File: src/sv/quadrature_decoder_speed_meter_defines.svh
// ---------------------------------------------------------------------------
// quadrature decoder speed meter assertion macros
// shared concurrent assertion forms, clocked on clk, disabled in reset
// ---------------------------------------------------------------------------
`ifndef QUADRATURE_DECODER_SPEED_METER_DEFINES_SVH
`define QUADRATURE_DECODER_SPEED_METER_DEFINES_SVH

// same-cycle implication
`define QDSM_ASSERT_NOW(label, ante, cons, msg) \
    label: assert property (@(posedge clk) disable iff (!rst_n) (ante) |-> (cons)) \
        else $error(msg);

// next-cycle implication
`define QDSM_ASSERT_NEXT(label, ante, cons, msg) \
    label: assert property (@(posedge clk) disable iff (!rst_n) (ante) |=> (cons)) \
        else $error(msg);

`endif

File: src/sv/qdsm_pkg.sv
// ---------------------------------------------------------------------------
// qdsm_pkg
// shared constants, register codes and control structs of the speed meter
// ---------------------------------------------------------------------------
package qdsm_pkg;

    localparam int COUNT_BITS_DEF = 16;

    localparam int CFG_INDEX_BITS = 2;
    localparam int CFG_DATA_BITS  = 16;
    localparam int DIVISOR_BITS   = 16;

    localparam int STEPS_BITS = 16;
    localparam int SPS_BITS   = 26;
    localparam int RPM_BITS   = 30;

    localparam logic [CFG_INDEX_BITS-1:0] CFG_INTERVAL = 2'd0;
    localparam logic [CFG_INDEX_BITS-1:0] CFG_ROUND    = 2'd1;

    localparam logic [CFG_DATA_BITS-1:0] INTERVAL_RESET = 16'd500;
    localparam logic [CFG_DATA_BITS-1:0] ROUND_RESET    = 16'd80;

    typedef struct packed {
        logic accept;
        logic start_div1;
        logic start_div2;
        logic grab_sps;
        logic grab_rpm;
        logic load_out;
    } ctrl_cmd_t;

    typedef struct packed {
        logic close;
        logic div_done;
    } dp_status_t;

endpackage

File: src/sv/qdsm_div.sv
// ---------------------------------------------------------------------------
// qdsm_div
// unsigned restoring divider, one quotient bit per cycle
// ---------------------------------------------------------------------------
`include "quadrature_decoder_speed_meter_defines.svh"

module qdsm_div #(
    parameter int DIVIDEND_BITS = qdsm_pkg::COUNT_BITS_DEF + 16
) (
    input  logic                                 clk,
    input  logic                                 rst_n,
    input  logic                                 start,
    input  logic [DIVIDEND_BITS-1:0]             dividend,
    input  logic [qdsm_pkg::DIVISOR_BITS-1:0]    divisor,
    output logic [DIVIDEND_BITS-1:0]             quotient,
    output logic                                 done
);

    localparam int DB    = qdsm_pkg::DIVISOR_BITS;
    localparam int CNT_W = $clog2(DIVIDEND_BITS + 1);

    logic [DB-1:0]            rem_reg;
    logic [DIVIDEND_BITS-1:0] quo_reg;
    logic [DB-1:0]            divisor_reg;
    logic [CNT_W-1:0]         cnt_reg;
    logic                     busy_reg;
    logic                     done_reg;

    logic [DB:0] shifted;
    logic [DB:0] trial;
    logic        fits;

    always_comb
    begin
        shifted = {rem_reg, quo_reg[DIVIDEND_BITS-1]};
        trial   = shifted - {1'b0, divisor_reg};
        fits    = (shifted >= {1'b0, divisor_reg});
    end

    always_ff @(posedge clk or negedge rst_n)
    begin
        if (!rst_n)
        begin
            busy_reg <= 1'b0;
            done_reg <= 1'b0;
            cnt_reg  <= '0;
        end
        else
        begin
            done_reg <= 1'b0;
            if (start)
            begin
                busy_reg <= 1'b1;
                cnt_reg  <= CNT_W'(DIVIDEND_BITS);
            end
            else if (busy_reg)
            begin
                cnt_reg <= cnt_reg - 1'b1;
                if (cnt_reg == CNT_W'(1))
                begin
                    busy_reg <= 1'b0;
                    done_reg <= 1'b1;
                end
            end
        end
    end

    always_ff @(posedge clk)
    begin
        if (start)
        begin
            rem_reg     <= '0;
            quo_reg     <= dividend;
            divisor_reg <= divisor;
        end
        else if (busy_reg)
        begin
            rem_reg <= fits ? trial[DB-1:0] : shifted[DB-1:0];
            quo_reg <= {quo_reg[DIVIDEND_BITS-2:0], fits};
        end
    end

    assign quotient = quo_reg;
    assign done     = done_reg;

    `QDSM_ASSERT_NOW(a_no_restart, start, !busy_reg, "divider started while busy")
    `QDSM_ASSERT_NOW(a_done_idle, done_reg, !busy_reg && cnt_reg == '0, "done while busy")

endmodule

File: src/sv/qdsm_datapath.sv
// ---------------------------------------------------------------------------
// qdsm_datapath
// step decoding, window counters, config registers, scaling and results
// ---------------------------------------------------------------------------
`include "quadrature_decoder_speed_meter_defines.svh"

module qdsm_datapath #(
    parameter int COUNT_BITS = qdsm_pkg::COUNT_BITS_DEF
) (
    input  logic                                        clk,
    input  logic                                        rst_n,
    input  qdsm_pkg::ctrl_cmd_t                         cmd,
    output qdsm_pkg::dp_status_t                        status,
    input  logic                                        level_a,
    input  logic                                        level_b,
    input  logic                                        ms_tick,
    input  logic                                        cfg_write,
    input  logic [qdsm_pkg::CFG_INDEX_BITS-1:0]         cfg_index,
    input  logic [qdsm_pkg::CFG_DATA_BITS-1:0]          cfg_data,
    output logic signed [qdsm_pkg::STEPS_BITS-1:0]      window_steps,
    output logic signed [qdsm_pkg::SPS_BITS-1:0]        steps_per_second,
    output logic signed [qdsm_pkg::RPM_BITS-1:0]        revs_per_minute
);

    localparam int DW        = COUNT_BITS + 16;
    localparam int FULL_BITS = (DW + 1 > qdsm_pkg::RPM_BITS) ? DW + 1 : qdsm_pkg::RPM_BITS;
    localparam int CB        = qdsm_pkg::CFG_DATA_BITS;

    localparam logic signed [COUNT_BITS-1:0] CNT_MAX = {1'b0, {(COUNT_BITS-1){1'b1}}};
    localparam logic signed [COUNT_BITS-1:0] CNT_MIN = {1'b1, {(COUNT_BITS-1){1'b0}}};

    function automatic logic signed [COUNT_BITS-1:0] sat_step(
        input logic signed [COUNT_BITS-1:0] v,
        input logic                         up
    );
        logic signed [COUNT_BITS-1:0] r;
        r = v;
        if (up)
        begin
            if (v != CNT_MAX)
                r = v + 1'b1;
        end
        else
        begin
            if (v != CNT_MIN)
                r = v - 1'b1;
        end
        return r;
    endfunction

    logic [CB-1:0]                interval_reg;
    logic [CB-1:0]                round_reg;
    logic                         stored_a_reg;
    logic                         stored_b_reg;
    logic signed [COUNT_BITS-1:0] step_count_reg;
    logic [15:0]                  tick_count_reg;
    logic signed [COUNT_BITS-1:0] steps_reg;
    logic [DW-1:0]                q1_reg;
    logic [DW-1:0]                q2_reg;
    logic signed [qdsm_pkg::STEPS_BITS-1:0] window_steps_reg;
    logic signed [qdsm_pkg::SPS_BITS-1:0]   sps_reg;
    logic signed [qdsm_pkg::RPM_BITS-1:0]   rpm_reg;

    logic signed [COUNT_BITS-1:0] cnt_a;
    logic signed [COUNT_BITS-1:0] cnt_b;
    logic [CB-1:0]                win;
    logic [CB-1:0]                div2;
    logic [15:0]                  tick_next;
    logic                         close;

    logic                         neg;
    logic [COUNT_BITS-1:0]        steps_mag;
    logic [DW-1:0]                m_ext;
    logic [DW-1:0]                mag1000;
    logic [DW-1:0]                mag60;
    logic [DW-1:0]                div_dividend;
    logic [CB-1:0]                div_divisor;
    logic [DW-1:0]                div_quotient;
    logic                         div_done;

    logic signed [FULL_BITS-1:0]  steps_full;
    logic [FULL_BITS-1:0]         q1_ext;
    logic [FULL_BITS-1:0]         q2_ext;
    logic [FULL_BITS-1:0]         sps_full;
    logic [FULL_BITS-1:0]         rpm_full;

    // step decode, a before b
    always_comb
    begin
        cnt_a = (level_a != stored_a_reg) ? sat_step(step_count_reg, stored_b_reg != stored_a_reg)
                                          : step_count_reg;
        cnt_b = (level_b != stored_b_reg) ? sat_step(cnt_a, level_b != level_a) : cnt_a;
        win       = (interval_reg == '0) ? CB'(1) : interval_reg;
        div2      = (round_reg == '0) ? CB'(1) : round_reg;
        tick_next = tick_count_reg + 16'd1;
        close     = ms_tick && (tick_next >= win);
    end

    // scaling into divider operands
    always_comb
    begin
        neg          = steps_reg[COUNT_BITS-1];
        steps_mag    = neg ? (-steps_reg) : steps_reg;
        m_ext        = DW'(steps_mag);
        mag1000      = (m_ext << 10) - (m_ext << 4) - (m_ext << 3);
        mag60        = (q1_reg << 6) - (q1_reg << 2);
        div_dividend = cmd.start_div1 ? mag1000 : mag60;
        div_divisor  = cmd.start_div1 ? win : div2;
    end

    qdsm_div #(
        .DIVIDEND_BITS (DW)
    ) u_div (
        .clk      (clk),
        .rst_n    (rst_n),
        .start    (cmd.start_div1 || cmd.start_div2),
        .dividend (div_dividend),
        .divisor  (div_divisor),
        .quotient (div_quotient),
        .done     (div_done)
    );

    always_comb
    begin
        steps_full = FULL_BITS'(steps_reg);
        q1_ext     = FULL_BITS'(q1_reg);
        q2_ext     = FULL_BITS'(q2_reg);
        sps_full   = neg ? (-q1_ext) : q1_ext;
        rpm_full   = neg ? (-q2_ext) : q2_ext;
    end

    always_ff @(posedge clk or negedge rst_n)
    begin
        if (!rst_n)
        begin
            interval_reg   <= qdsm_pkg::INTERVAL_RESET;
            round_reg      <= qdsm_pkg::ROUND_RESET;
            stored_a_reg   <= 1'b0;
            stored_b_reg   <= 1'b0;
            step_count_reg <= '0;
            tick_count_reg <= '0;
        end
        else
        begin
            if (cfg_write)
            begin
                unique case (cfg_index)
                    qdsm_pkg::CFG_INTERVAL: interval_reg <= cfg_data;
                    qdsm_pkg::CFG_ROUND:    round_reg    <= cfg_data;
                    default: ;
                endcase
            end
            if (cmd.accept)
            begin
                stored_a_reg <= level_a;
                stored_b_reg <= level_b;
                if (close)
                begin
                    step_count_reg <= '0;
                    tick_count_reg <= '0;
                end
                else
                begin
                    step_count_reg <= cnt_b;
                    if (ms_tick)
                        tick_count_reg <= tick_next;
                end
            end
        end
    end

    always_ff @(posedge clk)
    begin
        if (cmd.accept && close)
            steps_reg <= cnt_b;
        if (cmd.grab_sps)
            q1_reg <= div_quotient;
        if (cmd.grab_rpm)
            q2_reg <= div_quotient;
        if (cmd.load_out)
        begin
            window_steps_reg <= steps_full[qdsm_pkg::STEPS_BITS-1:0];
            sps_reg          <= sps_full[qdsm_pkg::SPS_BITS-1:0];
            rpm_reg          <= rpm_full[qdsm_pkg::RPM_BITS-1:0];
        end
    end

    assign status.close    = close;
    assign status.div_done = div_done;

    assign window_steps     = window_steps_reg;
    assign steps_per_second = sps_reg;
    assign revs_per_minute  = rpm_reg;

    `QDSM_ASSERT_NEXT(a_window_clear, cmd.accept && close,
        step_count_reg == '0 && tick_count_reg == '0, "window not cleared at close")
    `QDSM_ASSERT_NOW(a_grab_on_done, cmd.grab_sps || cmd.grab_rpm, div_done,
        "quotient taken before divider done")

endmodule

File: src/sv/qdsm_ctrl.sv
// ---------------------------------------------------------------------------
// qdsm_ctrl
// sequencer for sample intake, the two divisions and result handoff
// ---------------------------------------------------------------------------
`include "quadrature_decoder_speed_meter_defines.svh"

module qdsm_ctrl (
    input  logic                 clk,
    input  logic                 rst_n,
    input  logic                 in_valid,
    output logic                 in_stall,
    output logic                 out_valid,
    input  logic                 out_stall,
    input  qdsm_pkg::dp_status_t status,
    output qdsm_pkg::ctrl_cmd_t  cmd
);

    typedef enum logic [2:0] {
        ST_IDLE,
        ST_START1,
        ST_WAIT1,
        ST_START2,
        ST_WAIT2,
        ST_PUBLISH
    } state_t;

    state_t state_reg;
    state_t state_next;
    logic   out_valid_reg;
    logic   out_valid_next;
    logic   can_load;

    always_comb
    begin
        can_load       = !out_valid_reg || !out_stall;
        cmd.accept     = in_valid && (state_reg == ST_IDLE);
        cmd.start_div1 = (state_reg == ST_START1);
        cmd.start_div2 = (state_reg == ST_START2);
        cmd.grab_sps   = (state_reg == ST_WAIT1) && status.div_done;
        cmd.grab_rpm   = (state_reg == ST_WAIT2) && status.div_done;
        cmd.load_out   = (state_reg == ST_PUBLISH) && can_load;

        state_next = state_reg;
        unique case (state_reg)
            ST_IDLE:    if (in_valid && status.close) state_next = ST_START1;
            ST_START1:  state_next = ST_WAIT1;
            ST_WAIT1:   if (status.div_done) state_next = ST_START2;
            ST_START2:  state_next = ST_WAIT2;
            ST_WAIT2:   if (status.div_done) state_next = ST_PUBLISH;
            ST_PUBLISH: if (can_load) state_next = ST_IDLE;
            default:    state_next = ST_IDLE;
        endcase

        if (cmd.load_out)
            out_valid_next = 1'b1;
        else if (!out_stall)
            out_valid_next = 1'b0;
        else
            out_valid_next = out_valid_reg;
    end

    always_ff @(posedge clk or negedge rst_n)
    begin
        if (!rst_n)
        begin
            state_reg     <= ST_IDLE;
            out_valid_reg <= 1'b0;
        end
        else
        begin
            state_reg     <= state_next;
            out_valid_reg <= out_valid_next;
        end
    end

    assign in_stall  = (state_reg != ST_IDLE);
    assign out_valid = out_valid_reg;

    `QDSM_ASSERT_NOW(a_done_in_wait, status.div_done,
        state_reg == ST_WAIT1 || state_reg == ST_WAIT2, "divider done outside wait")
    `QDSM_ASSERT_NOW(a_word_from_publish, $rose(out_valid_reg),
        $past(state_reg == ST_PUBLISH), "result word without publish")

endmodule

File: src/sv/quadrature_decoder_speed_meter.sv
// ---------------------------------------------------------------------------
// quadrature_decoder_speed_meter
// x4 quadrature decoder with windowed steps, steps per second and rpm
// ---------------------------------------------------------------------------
// A sample word is taken at once while the sequencer is idle. A sample that
// closes the measurement window holds the input while the shared
// one-bit-per-cycle divider runs once for steps per second and once for rpm,
// plus any time the previous result word waits on out_stall. Config writes
// are always ready.
module quadrature_decoder_speed_meter #(
    parameter int COUNT_BITS = qdsm_pkg::COUNT_BITS_DEF
) (
    input  logic                                   clk,
    input  logic                                   rst_n,
    input  logic                                   in_valid,
    output logic                                   in_stall,
    input  logic                                   level_a,
    input  logic                                   level_b,
    input  logic                                   ms_tick,
    output logic                                   out_valid,
    input  logic                                   out_stall,
    output logic signed [qdsm_pkg::STEPS_BITS-1:0] window_steps,
    output logic signed [qdsm_pkg::SPS_BITS-1:0]   steps_per_second,
    output logic signed [qdsm_pkg::RPM_BITS-1:0]   revs_per_minute,
    input  logic                                   cfg_valid,
    output logic                                   cfg_ready,
    input  logic [qdsm_pkg::CFG_INDEX_BITS-1:0]    cfg_index,
    input  logic [qdsm_pkg::CFG_DATA_BITS-1:0]     cfg_data
);

    qdsm_pkg::ctrl_cmd_t  cmd;
    qdsm_pkg::dp_status_t status;

    assign cfg_ready = 1'b1;

    qdsm_ctrl u_ctrl (
        .clk       (clk),
        .rst_n     (rst_n),
        .in_valid  (in_valid),
        .in_stall  (in_stall),
        .out_valid (out_valid),
        .out_stall (out_stall),
        .status    (status),
        .cmd       (cmd)
    );

    qdsm_datapath #(
        .COUNT_BITS (COUNT_BITS)
    ) u_datapath (
        .clk              (clk),
        .rst_n            (rst_n),
        .cmd              (cmd),
        .status           (status),
        .level_a          (level_a),
        .level_b          (level_b),
        .ms_tick          (ms_tick),
        .cfg_write        (cfg_valid && cfg_ready),
        .cfg_index        (cfg_index),
        .cfg_data         (cfg_data),
        .window_steps     (window_steps),
        .steps_per_second (steps_per_second),
        .revs_per_minute  (revs_per_minute)
    );

endmodule

File: config.mk
export PLATFORM = sky130hd
export DESIGN_NAME = quadrature_decoder_speed_meter
export DESIGN_NICKNAME = d
export VERILOG_FILES = /design/src/sv/qdsm_pkg.sv /design/src/sv/qdsm_div.sv /design/src/sv/qdsm_datapath.sv /design/src/sv/qdsm_ctrl.sv /design/src/sv/quadrature_decoder_speed_meter.sv
export VERILOG_INCLUDE_DIRS = /design/src /design/src/sv
export SDC_FILE = /design/constraint.sdc
export NUM_CORES = 1
export LEC_CHECK = 0
export BUFFER_PORTS_ARGS = -buffer_cell sky130_fd_sc_hd__buf_4
export CORE_MARGIN = 4
export CORE_UTILIZATION = 35
export DETAILED_ROUTE_END_ITERATION = 8
export PLACE_DENSITY = 0.49
export SETUP_SLACK_MARGIN = 0.2
export SLEW_MARGIN = 20
export SYNTH_ARGS = -nofsm -noshare
export SYNTH_HDL_FRONTEND = slang
export SYNTH_SLANG_ARGS = --single-unit
File: constraint.sdc
create_clock -name clk -period 11.2 [get_ports clk]
set_clock_uncertainty 0.15 [all_clocks]
set_input_delay 1.12 -clock clk [delete_from_list [all_inputs] [get_ports clk]]
set_output_delay 1.12 -clock clk [all_outputs]
set_load 0.01 [all_outputs]
# Word level (Yosys, flattened, before mapping)
# Index checks and enable logic that the tools add are counted.
[classes]
n_eq_ne = 20
addsub = 13
reduce_logical = 22
mux = 36
magnitude_cmp = 2
[ops]
columns = ["op", "count"]
rows = [
  ["2-to-1 mux 16 bit", 16],
  ["2-to-1 mux 32 bit", 3],
  ["inequality test 16 bit (second input constant)", 4],
  ["adder 16 x 1 -> 16 bit (second input constant)", 3],
  ["logical NOT 16 bit", 2],
  ["subtractor 16 x 1 -> 16 bit (second input constant)", 2],
  ["subtractor 32 x 19 -> 32 bit", 1],
  ["subtractor 32 bit", 1],
  ["2-to-1 mux 30 bit", 1],
  ["negation 30 bit", 1],
  ["subtractor 26 x 20 -> 27 bit", 1],
  ["2-to-1 mux 26 bit", 1],
  ["negation 26 bit", 1],
  ["case mux 3 bit (6 select lines)", 1],
  ["greater-or-equal comparator 17 x 16 -> 1 bit", 1],
  ["greater-or-equal comparator 16 bit", 1],
  ["negation 16 bit", 1],
  ["subtractor 16 bit", 1],
  ["2-to-1 mux 3 bit", 4],
  ["2-to-1 mux 6 bit", 2],
  ["2-to-1 mux 1 bit", 8],
  ["inequality test 2 x 1 -> 1 bit (second input constant)", 4],
  ["logical AND 1 bit", 7],
  ["== test 3 x 2 -> 1 bit (second input constant)", 2],
  ["15 further kinds", 24],
]
[word_totals]
reg_bits = 290
word_cells = 113
inputBits = 26

# Longest topological paths before layout
[logic_depth]
ltp_word = 9
mapped_depth = 22

# Hierarchy
# A second synthesis with hierarchy kept.
[hier_totals]
cells_unflattened = 1929
area_unflattened_um2 = 19284.7
[by_module_without_submodules]
columns = ["module", "cells_per_inst", "n_inst", "area_per_inst_um2"]
rows = [
  ["qdsm_datapath", 1589, 1, 15318.4],
  ["qdsm_div", 312, 1, 3712.3],
  ["qdsm_ctrl", 26, 1, 242.7],
  ["quadrature_decoder_speed_meter", 2, 1, 11.3],
]

# Least setup slack after synthesis
# No wires, ideal clock.
[synth_timing]
path_kind = "reg2reg"
from = "register u_datapath.steps_reg[0]"
to = "register u_datapath.u_div.quo_reg[29] (netlist: u_datapath.u_div.quotient[29]), data pin"
path_stages_with_launch = 22
n_path_buf = 2
slack_ns = 5.593
t_arrival_ns = 5.282
cell_sequence = "edfxtp_1 clkbuf_1 inv_1 ha_1 or4b_1 o41ai_1 xor2_1 ha_1 buf_1 o21ai_0 o21ai_0 nand3_1 nand2_1 a21o_1 a21oi_1 xnor2_1 ha_1 or4_1 a31o_2 nor4b_2 a31oi_1 a311oi_1"
[synth_via]
elab_chain_cells = 6
[synth_rtl]
columns = ["element", "line_no", "rtl"]
rows = [
  ["start, declared", "qdsm_datapath.sv:57", "logic signed [COUNT_BITS-1:0] steps_reg;"],
  ["start signal, assigned", "qdsm_datapath.sv:175", "steps_reg <= cnt_b;"],
  ["negation 16 bit", "qdsm_datapath.sv:103", "steps_mag = neg ? (-steps_reg) : steps_reg;"],
  ["2-to-1 mux 16 bit *", "qdsm_datapath.sv:103", ""],
  ["subtractor 26 x 20 -> 27 bit", "qdsm_datapath.sv:105", "mag1000 = (m_ext << 10) - (m_ext << 4) - (m_ext << 3);"],
  ["subtractor 32 x 19 -> 32 bit *", "qdsm_datapath.sv:105", ""],
  ["2-to-1 mux 32 bit *", "qdsm_datapath.sv:107", "div_dividend = cmd.start_div1 ? mag1000 : mag60;"],
  ["2-to-1 mux 32 bit *", "qdsm_div.sv:70", "if (start)"],
  ["end signal, assigned", "qdsm_div.sv:73", "quo_reg <= dividend;"],
  ["end signal, assigned", "qdsm_div.sv:79", "quo_reg <= {quo_reg[DIVIDEND_BITS-2:0], fits};"],
  ["end, declared", "qdsm_div.sv:23", "logic [DIVIDEND_BITS-1:0] quo_reg;"],
]
# Mark *: on every way between the ends. The rest lies on a longest branch, timed or not.
# A chain may end at the register's enable or synchronous reset.

# Worst setup path after layout
[layout_timing]
from = "register u_datapath.steps_reg[0]"
to = "register u_datapath.u_div.quo_reg[31] (netlist: u_datapath.u_div.quotient[31]), data pin"
# The elaborated chain is that of the path after synthesis.

==> impl_metrics.py <==
metrics = {
    "sta": {
        "hold_violations": 0,
        "tns_ns": 0,
        "period_share_pct": 56.3,
        "max_clock_freq_mhz": 159,
        "setup_violations": 0,
        "rsz0062_at_grt": "false",
        "slew_violations": 0,
        "layout_setup_ws_ns": 4.89,
        "min_period_ns": 6.31,
        "relSlewSlack_pct": 35.2,
        "tightest_slew_ns": 0.963,
    },
    "worst_setup_path": {
        "worst_path_largest_cell_delay_ns": 0.62,
        "path_common_cell": "ha_1",
        "required_ns": 11.42,
        "cp-end-kind": "register",
        "startpoint_type": "register",
        "critPathArrivalTime_ns": 6.52,
        "critPathMaxFanout": 14,
        "critPathKind": "reg -> reg",
        "crit_buf_inv": 1,
        "crit_slowest_cell": "edfxtp_1",
        "cp_top_family": "simple AND/OR/NAND/NOR gates",
        "crit_chain": "inv_1, ha_1, or4b_1, o41ai_1, xor2_1, ha_1, o21ai_0, o21ai_0, nand3_1, nand2_1, a21o_1, a21oi_1, xnor2_1, ha_1, or4_1, a31o_2, nor4b_2, a31oi_1, a211oi_1",
    },
    "grt": {
        "grtUsageTotal_pct": 17.6,
        "grt_pass1_wl_um": 84800,
        "antenna_found_initial": 0,
        "grt_max_degree": 75,
        "use_met1_pct": 23.8,
        "grt_busiest_layer": "met2",
        "grt.overflow.total": 0,
        "grtUsageMet3_pct": 2.19,
        "first_global_vias": 15200,
        "grtUsageMet2_pct": 29.5,
    },
    "clocking": {
        "cts_tree": "built",
        "clkTransAtPathRegs_ns": 0.06,
        "cts_made_buffers": 36,
        "insertion_delay_ns": 0.56,
        "cts_hold_buffers": 0,
        "post_cts_resized": 0,
        "cts.sinks": 290,
        "post_cts_buffers": 0,
        "cts-root-buf": "clkbuf_16",
        "clockBufferDepth": 3,
        "h-tree-depth": 2,
    },
    "worst_hold_path": {
        "hold_class": "in -> async",
    },
    "floorplanning": {
        "die-width_um": 242,
        "pin_count": 101,
        "die_h_um": 242,
        "core.rowCount": 85,
        "start_util_pct": 35.5,
        "coreArea_um2": 54000,
        "die-area_um2": 58600,
    },
    "detailed_routing": {
        "drc_errors": 0,
        "drt_iter0_markers": 825,
        "vias": 15400,
        "antenna_left": 0,
        "vias_per_cell": 5.54,
        "wl_per_cell_um": 19.1,
        "dr.pass1.iters": 5,
        "totalWireLength_um": 53000,
    },
    "pwr": {
        "ir_worst_vdd_mv": 0.109,
        "power_density_nw_per_um2": 112,
        "leakagePower_nw": 8.46,
    },
    "place": {
        "placed_area_um2": 20600,
        "gp_congestion": 0.881,
        "dp_slack_ns": 4.89,
        "io_buffers": 99,
        "dp_hpwl_um": 39400,
    },
    "layout": {
        "largest_reg_flops": 32,
        "final_cell_mix": "edfxtp_1, nand2_1, o21ai_0",
        "fin_area_um2": 21700,
        "syn_to_final_growth_pct": 13.3,
        "drive_gt1_share_pct": 12.4,
        "nets": 2177,
        "final_common_cell": "edfxtp_1",
        "diodes": 0,
    },
    "synth": {
        "synthDistinctLibCells": 106,
        "avgSynthCellArea_um2": 9.64,
        "synth-seq-cells": 290,
        "synth_cells": 1990,
        "synth-main-ff-cell": "edfxtp_1",
        "synth_nets": 2110,
        "synth_seq_area_share_pct": 42.6,
        "synth_edf_count": 196,
        "synthArstFlopShare_pct": 26.9,
        "yosysWarningCount": 0,
        "synth.cell_area_um2": 19200,
    },
    "run_status": {
        "run_status": "completed",
    },
    "run": {
        "maxCapViolCount": 0,
    },
}
-- worst paths after layout --
kind | startpoint | endpoint | slack (ns) | cells past startpoint
setup / recovery | u_datapath.steps_reg[0] | u_datapath.u_div.quotient[31] | 4.89 | 19
hold / removal | rst_n | u_datapath.step_count_reg[9] | 0.26 | 1
setup reg to reg | u_datapath.steps_reg[0] | u_datapath.u_div.quotient[31] | 4.89 | 19
hold reg to reg | u_datapath.u_div.quotient[5] | u_datapath.q2_reg[5] | 0.33 | 0
max in group asynchronous | rst_n | u_datapath.interval_reg[0] | 9.51 | 2
min in group clk | u_datapath.u_div.quotient[5] | u_datapath.q2_reg[5] | 0.33 | 0
-- routing by layer --
metal	wire [um]	vias to the layer above	share of wire, %
met5	0	-	0
met4	1310	0	2.5
met3	2080	85	3.9
met2	24800	359	47
met1	24800	7395	47
li1	-	7568	-
-- synth_stat cells (12+ instances only) --
cell type | number | area share (%)
mux2_2 | 19 | 1.1
ha_1 | 93 | 6.1
nand3_1 | 43 | 1.1
o21ai_0 | 160 | 4.2
and4_1 | 12 | 0.55
clkbuf_1 | 74 | 1.4
inv_1 | 106 | 2.1
o41ai_1 | 16 | 0.73
edfxtp_1 | 196 | 31
o21a_1 | 14 | 0.55
dfxtp_1 | 16 | 1.7
a21oi_1 | 71 | 1.9
nand2b_1 | 22 | 0.72
nor2_1 | 111 | 2.2
or3b_2 | 15 | 0.68
xor2_1 | 58 | 2.6
dfrtp_1 | 70 | 9.1
and2_1 | 29 | 0.95
a31oi_1 | 38 | 1.2
nand2_1 | 188 | 3.7
nor4_1 | 22 | 0.72
or3_1 | 28 | 0.91
nor2b_1 | 15 | 0.49
a21o_1 | 37 | 1.4
o211ai_1 | 21 | 0.82
xnor2_1 | 118 | 5.4
a211oi_1 | 13 | 0.51
nor3_1 | 42 | 1.1
mux2i_1 | 12 | 0.63
nand4_1 | 34 | 1.1
and3_1 | 30 | 0.98
o31ai_1 | 28 | 1.1
-- cell type report --
cell class,count,area [um2]
well taps,696,871
clock buffers,43,927
repair buffers,121,908
multi-input cells,1499,10300
clock inverters,21,199
flip-flops and latches,290,8170
fillers,5386,32300
inverters,109,409
-- where the power goes --
part | total, W | internal (W) | leakage [nW] | switching (W)
combinational | 0.000123 | 0.0000475 | 5.03 | 0.0000752
sequential | 0.00118 | 0.00116 | 2.90 | 0.0000151
clock | 0.00112 | 0.000646 | 0.529 | 0.000478
-- logic make-up (layout without fill, tap and decap cells) --
group	after synthesis	in the layout	share of synthesized area, %
AND/OR/NAND/NOR	658	658	18.2
AO/OA/AOI/OAI	536	536	18.9
flip-flops	290	290	42.6
buffers and inverters	201	294	4.14
XOR/XNOR	176	176	8.03
adder cells (fa/ha/maj)	96	96	6.27
multiplexers	32	32	1.86
other	1	1	0.0195
-- worst reg2reg max path: stages (launching register included) --
cell and delay [ns]:
edfxtp_1 0.62, inv_1 0.21, ha_1 0.31, or4b_1 0.56, o41ai_1 0.35, xor2_1 0.33
ha_1 0.35, o21ai_0 0.13, o21ai_0 0.42, nand3_1 0.18, nand2_1 0.14, a21o_1 0.13
a21oi_1 0.08, xnor2_1 0.14, ha_1 0.24, or4_1 0.58, a31o_2 0.27, nor4b_2 0.47
a31oi_1 0.23, a211oi_1 0.26
-- through the flow --
step	total power [W]	std cells	util [%]	hold WS (ns)
final	0.00243	2779	40.2	0.262
after detailed placement	0.00132	2715	38.2	0.321
after global routing	0.00253	2779	40.2	0.244
after CTS	0.00247	2779	40.2	0.231
after floorplan	0.00127	1990	-	0.274
after global placement	0.00132	2715	38.2	0.317
No activity file was read; power rests on OpenSTA's default activity.
